===== config.mk =====
export PLATFORM = sky130hd
export DESIGN_NAME = tcp_ip_address_rewriter_top
export DESIGN_NICKNAME = d
export VERILOG_FILES = /design/src/rtl/core/tipar_pkg.sv /design/src/rtl/core/tipar_cfg.sv /design/src/rtl/core/tipar_core.sv /design/src/rtl/core/tcp_ip_address_rewriter_top.sv
export SDC_FILE = /design/constraint.sdc
export NUM_CORES = 1
export LEC_CHECK = 0
export BUFFER_PORTS_ARGS = -buffer_cell sky130_fd_sc_hd__buf_2
export CORE_AREA = 2 2 173 175
export CTS_CLUSTER_DIAMETER = 120
export DETAILED_ROUTE_END_ITERATION = 10
export DIE_AREA = 0 0 175 177
export GPL_TIMING_DRIVEN = 0
export PLACE_DENSITY = 0.77
export SLEW_MARGIN = 15
export SYNTH_ARGS = -nofsm -noshare
export SYNTH_HDL_FRONTEND = slang
export SYNTH_SLANG_ARGS = --single-unit

===== constraint.sdc =====
create_clock -name clk -period 10.1 [get_ports clk]
set_input_delay 1.01 -clock clk [delete_from_list [all_inputs] [get_ports clk]]
set_output_delay 1.01 -clock clk [all_outputs]
set_load 0.01 [all_outputs]

===== src/rtl/core/tipar_pkg.sv =====
// Shared types, register indexes and the ones' complement adder used by the
// TCP/IP address rewriter. No dependencies.
package tipar_pkg;

  localparam logic [1:0] REG_NEW_ADDRESS  = 2'd0;
  localparam logic [1:0] REG_NEW_PORT     = 2'd1;
  localparam logic [1:0] REG_CHANGE_WHICH = 2'd2;

  localparam logic [15:0] WORD_COUNT_MAX = 16'h8000;
  localparam logic [3:0]  IP_VERSION     = 4'd4;
  localparam logic [3:0]  IHL_MIN        = 4'd5;
  localparam logic [6:0]  TCP_HDR_BYTES  = 7'd20;

  typedef struct packed {
    logic [31:0] new_address;
    logic [15:0] new_port;
    logic        change_which;
  } cfg_t;

  typedef struct packed {
    logic [15:0] out_word;
    logic        out_last;
    logic [15:0] ip_checksum;
    logic [15:0] tcp_checksum;
    logic        status;
  } result_t;

  // Adds one word to a running sum and folds the carry back in.
  function automatic logic [16:0] oc_add(logic [16:0] s, logic [15:0] w);
    logic [17:0] t;
    t = 18'(s) + 18'(w);
    return 17'(t[15:0]) + 17'(t[17:16]);
  endfunction

endpackage


===== src/rtl/core/tipar_cfg.sv =====
// Configuration registers of the TCP/IP address rewriter.
// Depends on tipar_pkg.
module tipar_cfg import tipar_pkg::*; (
  input  logic        clk,
  input  logic        rst,
  input  logic        cfg_wr_en,
  input  logic [1:0]  cfg_index,
  input  logic [31:0] cfg_wdata,
  output cfg_t        cfg
);

  always_ff @(posedge clk) begin
    if (rst) begin
      cfg <= '0;
    end else if (cfg_wr_en) begin
      case (cfg_index)
        REG_NEW_ADDRESS:  cfg.new_address  <= cfg_wdata;
        REG_NEW_PORT:     cfg.new_port     <= cfg_wdata[15:0];
        REG_CHANGE_WHICH: cfg.change_which <= cfg_wdata[0];
        default: ;
      endcase
    end
  end

endmodule


===== src/rtl/core/tipar_core.sv =====
// Per-packet state and the single-pass rewrite and checksum logic for one word.
// Depends on tipar_pkg.
module tipar_core import tipar_pkg::*; (
  input  logic        clk,
  input  logic        rst,
  input  logic        fire,
  input  logic [15:0] word,
  input  logic        last,
  input  logic        half,
  input  cfg_t        cfg,
  output result_t     res
);

  logic [15:0] word_count;
  logic [3:0]  header_words;
  logic [15:0] total_length;
  logic [16:0] ip_sum;
  logic [16:0] tcp_sum;
  logic        malformed;

  logic [15:0] word_count_next;
  logic [3:0]  header_words_next;
  logic [15:0] total_length_next;
  logic [16:0] ip_sum_next;
  logic [16:0] tcp_sum_next;
  logic        malformed_next;

  logic [15:0] w;
  logic [15:0] o;
  logic [15:0] k;
  logic [15:0] hw2;
  logic [16:0] k2;
  logic [17:0] bytes;
  logic [15:0] seg;
  logic        mal_final;
  logic [16:0] tcp_final;

  always_comb begin
    k = word_count;
    w = (half && last) ? {word[15:8], 8'h00} : word;

    header_words_next = header_words;
    total_length_next = total_length;
    malformed_next    = malformed;
    if (k == 16'd0) begin
      header_words_next = w[11:8];
      if (w[15:12] != IP_VERSION || w[11:8] < IHL_MIN) malformed_next = 1'b1;
    end else if (k == 16'd1) begin
      total_length_next = w;
      if (w < 16'({header_words, 2'b00} + TCP_HDR_BYTES)) malformed_next = 1'b1;
    end
    hw2 = 16'({header_words_next, 1'b0});

    o = w;
    if (!malformed_next) begin
      if (k == 16'd5) o = '0;
      if (!cfg.change_which) begin
        if (k == 16'd6)      o = cfg.new_address[31:16];
        else if (k == 16'd7) o = cfg.new_address[15:0];
        else if (k == hw2)   o = cfg.new_port;
      end else begin
        if (k == 16'd8)              o = cfg.new_address[31:16];
        else if (k == 16'd9)         o = cfg.new_address[15:0];
        else if (k == hw2 + 16'd1)   o = cfg.new_port;
      end
      if (k == hw2 + 16'd8) o = '0;
    end

    ip_sum_next  = ip_sum;
    tcp_sum_next = tcp_sum;
    k2 = {k, 1'b0};
    if (k < hw2) begin
      ip_sum_next = oc_add(ip_sum, o);
      if (k >= 16'd6 && k <= 16'd9) tcp_sum_next = oc_add(tcp_sum, o);
      else if (k == 16'd4)          tcp_sum_next = oc_add(tcp_sum, {8'h00, o[7:0]});
    end else if (k2 < 17'(total_length_next)) begin
      if (k2 + 17'd1 == 17'(total_length_next))
        tcp_sum_next = oc_add(tcp_sum, {o[15:8], 8'h00});
      else
        tcp_sum_next = oc_add(tcp_sum, o);
    end

    word_count_next = (word_count < WORD_COUNT_MAX) ? word_count + 16'd1 : word_count;

    bytes     = 18'({k2 + 17'd2}) - 18'(half && last);
    mal_final = malformed_next || (bytes < 18'(total_length_next));
    seg       = total_length_next - 16'({header_words_next, 2'b00});
    tcp_final = oc_add(tcp_sum_next, seg);

    res.out_word     = o;
    res.out_last     = last;
    res.ip_checksum  = '0;
    res.tcp_checksum = '0;
    res.status       = 1'b0;
    if (last) begin
      res.status = mal_final;
      if (!mal_final) begin
        res.ip_checksum  = ~ip_sum_next[15:0];
        res.tcp_checksum = ~tcp_final[15:0];
      end
    end
  end

  always_ff @(posedge clk) begin
    if (rst) begin
      word_count   <= '0;
      header_words <= '0;
      total_length <= '0;
      ip_sum       <= '0;
      tcp_sum      <= '0;
      malformed    <= 1'b0;
    end else if (fire) begin
      if (last) begin
        word_count   <= '0;
        header_words <= '0;
        total_length <= '0;
        ip_sum       <= '0;
        tcp_sum      <= '0;
        malformed    <= 1'b0;
      end else begin
        word_count   <= word_count_next;
        header_words <= header_words_next;
        total_length <= total_length_next;
        ip_sum       <= ip_sum_next;
        tcp_sum      <= tcp_sum_next;
        malformed    <= malformed_next;
      end
    end
  end

  a_clear_after_last: assert property (@(posedge clk) disable iff (rst)
    (fire && last) |=> (word_count == '0 && !malformed && ip_sum == '0))
    else $error("packet state not cleared after last item");

  a_count_bound: assert property (@(posedge clk) disable iff (rst)
    word_count <= WORD_COUNT_MAX)
    else $error("word count beyond saturation limit");

  a_malformed_sticky: assert property (@(posedge clk) disable iff (rst)
    (malformed && !(fire && last)) |=> malformed)
    else $error("malformed flag dropped inside a packet");

  a_bad_status_zero: assert property (@(posedge clk) disable iff (rst)
    (fire && malformed && last) |-> (res.status && res.ip_checksum == '0
                                     && res.tcp_checksum == '0))
    else $error("malformed packet reported with checksums");

endmodule


===== src/rtl/core/tcp_ip_address_rewriter_top.sv =====
// Rewrites the source or destination address and port of an IPv4/TCP packet
// streamed as 16-bit words, zeroes both checksum fields and reports the new IP
// and TCP checksums with the last word. The block takes one item per clock
// while the output side takes one item per cycle: an input register feeds one
// pass of rewrite and sum logic into an output register, and a stalled output
// holds both registers. Configuration should be written while no packet is in
// flight. Depends on tipar_pkg, tipar_cfg and tipar_core.
module tcp_ip_address_rewriter_top import tipar_pkg::*; (
  input  logic        clk,
  input  logic        rst,
  input  logic        s_tvalid,
  output logic        s_tready,
  input  logic [15:0] s_tdata,   // data_word
  input  logic        s_tlast,
  input  logic        s_tuser,   // half_word
  output logic        m_tvalid,
  input  logic        m_tready,
  output logic [55:0] m_tdata,   // out_word, ip_checksum, tcp_checksum, status, zero pad
  output logic        m_tlast,
  input  logic        cfg_wr_en,
  input  logic [1:0]  cfg_index,
  input  logic [31:0] cfg_wdata
);

  cfg_t        cfg;
  result_t     res;
  logic        in_valid;
  logic [15:0] in_word;
  logic        in_last;
  logic        in_half;
  logic        advance;

  assign advance  = in_valid && (!m_tvalid || m_tready);
  assign s_tready = !in_valid || advance;

  tipar_cfg u_cfg (
    .clk       (clk),
    .rst       (rst),
    .cfg_wr_en (cfg_wr_en),
    .cfg_index (cfg_index),
    .cfg_wdata (cfg_wdata),
    .cfg       (cfg)
  );

  tipar_core u_core (
    .clk  (clk),
    .rst  (rst),
    .fire (advance),
    .word (in_word),
    .last (in_last),
    .half (in_half),
    .cfg  (cfg),
    .res  (res)
  );

  always_ff @(posedge clk) begin
    if (rst) begin
      in_valid <= 1'b0;
    end else if (s_tready) begin
      in_valid <= s_tvalid;
    end
    if (s_tvalid && s_tready) begin
      in_word <= s_tdata;
      in_last <= s_tlast;
      in_half <= s_tuser;
    end
  end

  always_ff @(posedge clk) begin
    if (rst) begin
      m_tvalid <= 1'b0;
    end else if (!m_tvalid || m_tready) begin
      m_tvalid <= in_valid;
    end
    if (advance) begin
      m_tdata <= {7'd0, res.status, res.tcp_checksum, res.ip_checksum, res.out_word};
      m_tlast <= res.out_last;
    end
  end

endmodule

==> flow_summary.yaml <==
route:
  post-route-drc-count: 0
  first_pass_iters: 8
  drtAntennaViolNets: 0
  wl_mm: 58.5
  wl_per_cell_microns: 21.8
  drt-initial-drc-count: 2122
  vias_per_cell: 6.48
  vias: 17400
power_and_ir_drop:
  combinationalPowerShare_pct: 30.0
  p_sw_share_pct: 34.8
  power_density_mw_per_mm2: 111
  p_int_mw: 1.43
  ir_drop_uv: 100
  p_seq_share_pct: 38.4
  power_frac_clock_pct: 31.6
  power.switching_uw: 762
  cellLeakagePower_nw: 7.74
logic_synthesis:
  syn_area_per_cell_sq_um: 7.80
  synth_compound_area_share_pct: 25.0
  ys_seq_area_share_pct: 28.0
  synthAdderAreaFrac_pct: 9.75
  synth_edf_count: 68
  synthFlopType: "dfxtp_1"
  synth_simple_gate_area_share_pct: 22.9
  ys_ff_latch: 190
  async_flop_share_pct: 0
  yosys.area.top_type: "dfxtp_1"
  synthCells: 2057
  synth_top_family_by_area: "compound AO/OA/AOI/OAI gates"
  synth-xor-area-share_pct: 7.37
  netlist.area_leader.share_pct: 15.2
  synth_area_leaders: "dfxtp_1 15%, edfxtp_1 13%, ha_1 8.5%"
  synth_cell_types: 83
  yosysWarningCount: 0
  synth_mux_area_share_pct: 2.23
  syn_area_sq_mm: 0.0160
placement:
  place_area_sq_mm: 0.0171
  place_ws_ps: -2480
  dp_hpwl_mm: 42.7
  io_buffers: 108
  gp_congestion: 0.992
floorplan:
  fp-row-count: 63
  start_util_pct: 54.8
  dieArea_sq_mm: 0.0310
  fp.dieW_microns: 175
  core_sq_mm: 0.0292
  io_pins: 116
  dieHeight_microns: 177
worst_setup_path:
  critPathRequiredTime_ps: 10400
  r2r-start: "u_core.k[1]"
  crit_path_start_kind: "register"
  r2r_end: "m_tdata[34]"
  slowest_stage: "dfxtp_1"
  rr_worst_depth: 46
  critPathMaxFanout: 8
  slowest_delay_ps: 560
  critPathCaptureType: "register"
  critPathArrivalTime_ps: 10600
  crit_path_frequent_cell: "a21oi_2"
  critical_path_class: "register to register"
  reg2reg_slack_ps: -200
final_layout:
  final_cell_mix: "251 x nand2_1, 191 x a21oi_1, 183 x nor2_1, 116 x dfxtp_1, 114 x buf_2"
  num_antenna_cells: 0
  fin_util_pct: 67.4
  fill_cells: 2424
  layout_commonest_cell: "nand2_1"
  final_area_sq_mm: 0.0197
  drive_gt1_share_pct: 20.3
  nets: 2458
  syn2layout_area_growth_pct: 22.9
sta:
  finalWorstSetupSlack_ps: -201
  drv_slew: 0
  max_slew_margin_pct: 25.8
  setup_viol: 14
  period_share_pct: 102
  hold_slack_ps: 480
  skew_ps: 14.0
  timing_hold_violations_final: 0
  tightest_slew_ps: 1100
  setup_tns_ps: -1640
  finalCriticalPeriod_ps: 10300
  rsz0062_at_grt: "true"
  max_freq_mhz: 97.1
hold_path:
  hold_end: "u_cfg.cfg[6]"
  min_path_cells: 2
  hp-class: "register to register"
  hp-start: "u_cfg.cfg[6]"
flow_run:
  max-cap-violations: 0
clock_network:
  cts_buffer_depth: 2
  root_buffer: "clkbuf_16"
  tritoncts: "yes"
  numCtsBuffers: 17
  clock_latency_ps: 460
  clkTransAtPathRegs_ps: 80
  h-tree-depth: 4
  clock_sink_count: 190
global_route:
  grt_max_degree: 39
  grt_pass1_vias: 15600
  overflow: 0
  grt_first_pass_wirelength_mm: 86.5
  grt.total_usage_pct: 35.9
  antenna_found_initial: 0
status:
  violations: "setup timing"
  status: "complete, but fails checks"
synthesized netlist by cell type, types with 12 or more instances:
cell	n
nor2b_1	20
nand3_1	55
a21o_1	28
inv_1	50
and3_1	20
nor2_1	194
o21ai_0	124
and4_1	15
or3_1	16
nor3_1	52
clkbuf_1	111
nor3b_1	13
a211oi_1	27
xnor2_1	80
a31oi_1	12
a22o_1	14
edfxtp_1	68
dfxtp_1	122
and2_1	13
o22ai_1	12
or4_1	12
o21a_1	19
nand2_1	260
a21oi_1	213
a22oi_1	21
ha_1	109
nor4_1	19
xor2_1	55
a211o_1	14
o211ai_1	38
nand4_1	28
mux2i_1	29
cell type report:
class	instances	area [sq um]	area share, %
multi-input combinational	1687	11900	60.6
sequential	190	4500	22.8
timing repair buffer	209	1390	7.06
buffer	127	636	3.23
tap	390	488	2.48
clock buffer	19	434	2.20
inverter	50	188	0.953
clock inverter	13	128	0.648
through the flow:
step	instances	power, mW
floorplan	2063	1.23
global placement	2561	1.38
detailed placement	2562	1.39
CTS	2622	2.10
global route	2685	2.27
finish	2685	2.19
layer usage:
metal / vias up / global-route usage, % / part of all wire (%)
met4: 0 / 18.4 / 6.1
li1: 8017 / - / -
met5: - / 0 / 0
met2: 1016 / 57.1 / 45
met3: 231 / 5.88 / 9.4
met1: 8139 / 47.2 / 39
worst max path at each step:
stage,endpoint,slack (ps),cells after the start,startpoint
CTS,m_tdata[38],2,51,u_core.k[8]
detailed placement,m_tdata[47],-2480,48,u_core.k[11]
finish,m_tdata[34],-200,46,u_core.k[1]
global route,m_tdata[38],-500,51,u_core.k[0]
floorplan,m_tdata[46],20,47,u_core.k[11]
global placement,m_tdata[46],-2420,48,u_core.k[11]
power by group through the flow:
stage	Clock (mW)	Sequential [mW]	Combinational (mW)
detailed placement	0	0.858	0.529
global placement	0	0.858	0.518
finish	0.693	0.841	0.658
floorplan	0	0.856	0.373
global route	0.722	0.843	0.704
CTS	0.691	0.840	0.570
flip-flops by register name (all words and copies together), names as in the netlist:
name                 count
m_tdata                 49
u_cfg.cfg               49
u_core.ip_sum           17
u_core.tcp_sum          17
in_word                 16
u_core.k                16
u_core.total_length     16
u_core.header_words      4
in_half                  1
in_last                  1
in_valid                 1
m_tlast                  1
m_tvalid                 1
u_core.malformed         1
critical path, delay by kind of cell (launching register included):
| family | cells | cell delay (ps) |
|---|---|---|
| xor gates and xnor gates | 1 | 260 |
| and+or+nand+nor | 12 | 2350 |
| DFF | 1 | 560 |
| buffers and inverters | 6 | 920 |
| adders and majority gates | 9 | 3000 |
| AOI/OAI and AO/OA | 17 | 2830 |
| muxes | 1 | 190 |
what timing repair did:
action,in CTS,in global routing
setup buffers,36,64
setup endpoints to repair,16,16
gates resized for setup,150,142
hold buffers,0,0
pin swaps,36,88
gates cloned,0,2
cells by family (layout without fill, tap and decap cells):
family          count (synthesis)  count (layout)
simple gates                  765             765
fa+ha+maj                     119             119
other cells                     1               7
compound gates                627             627
xor+xnor                      135             135
flops                         190             190
buf+inv                       186             418
mux                            34              34
Power figures use the tool's default switching activity.
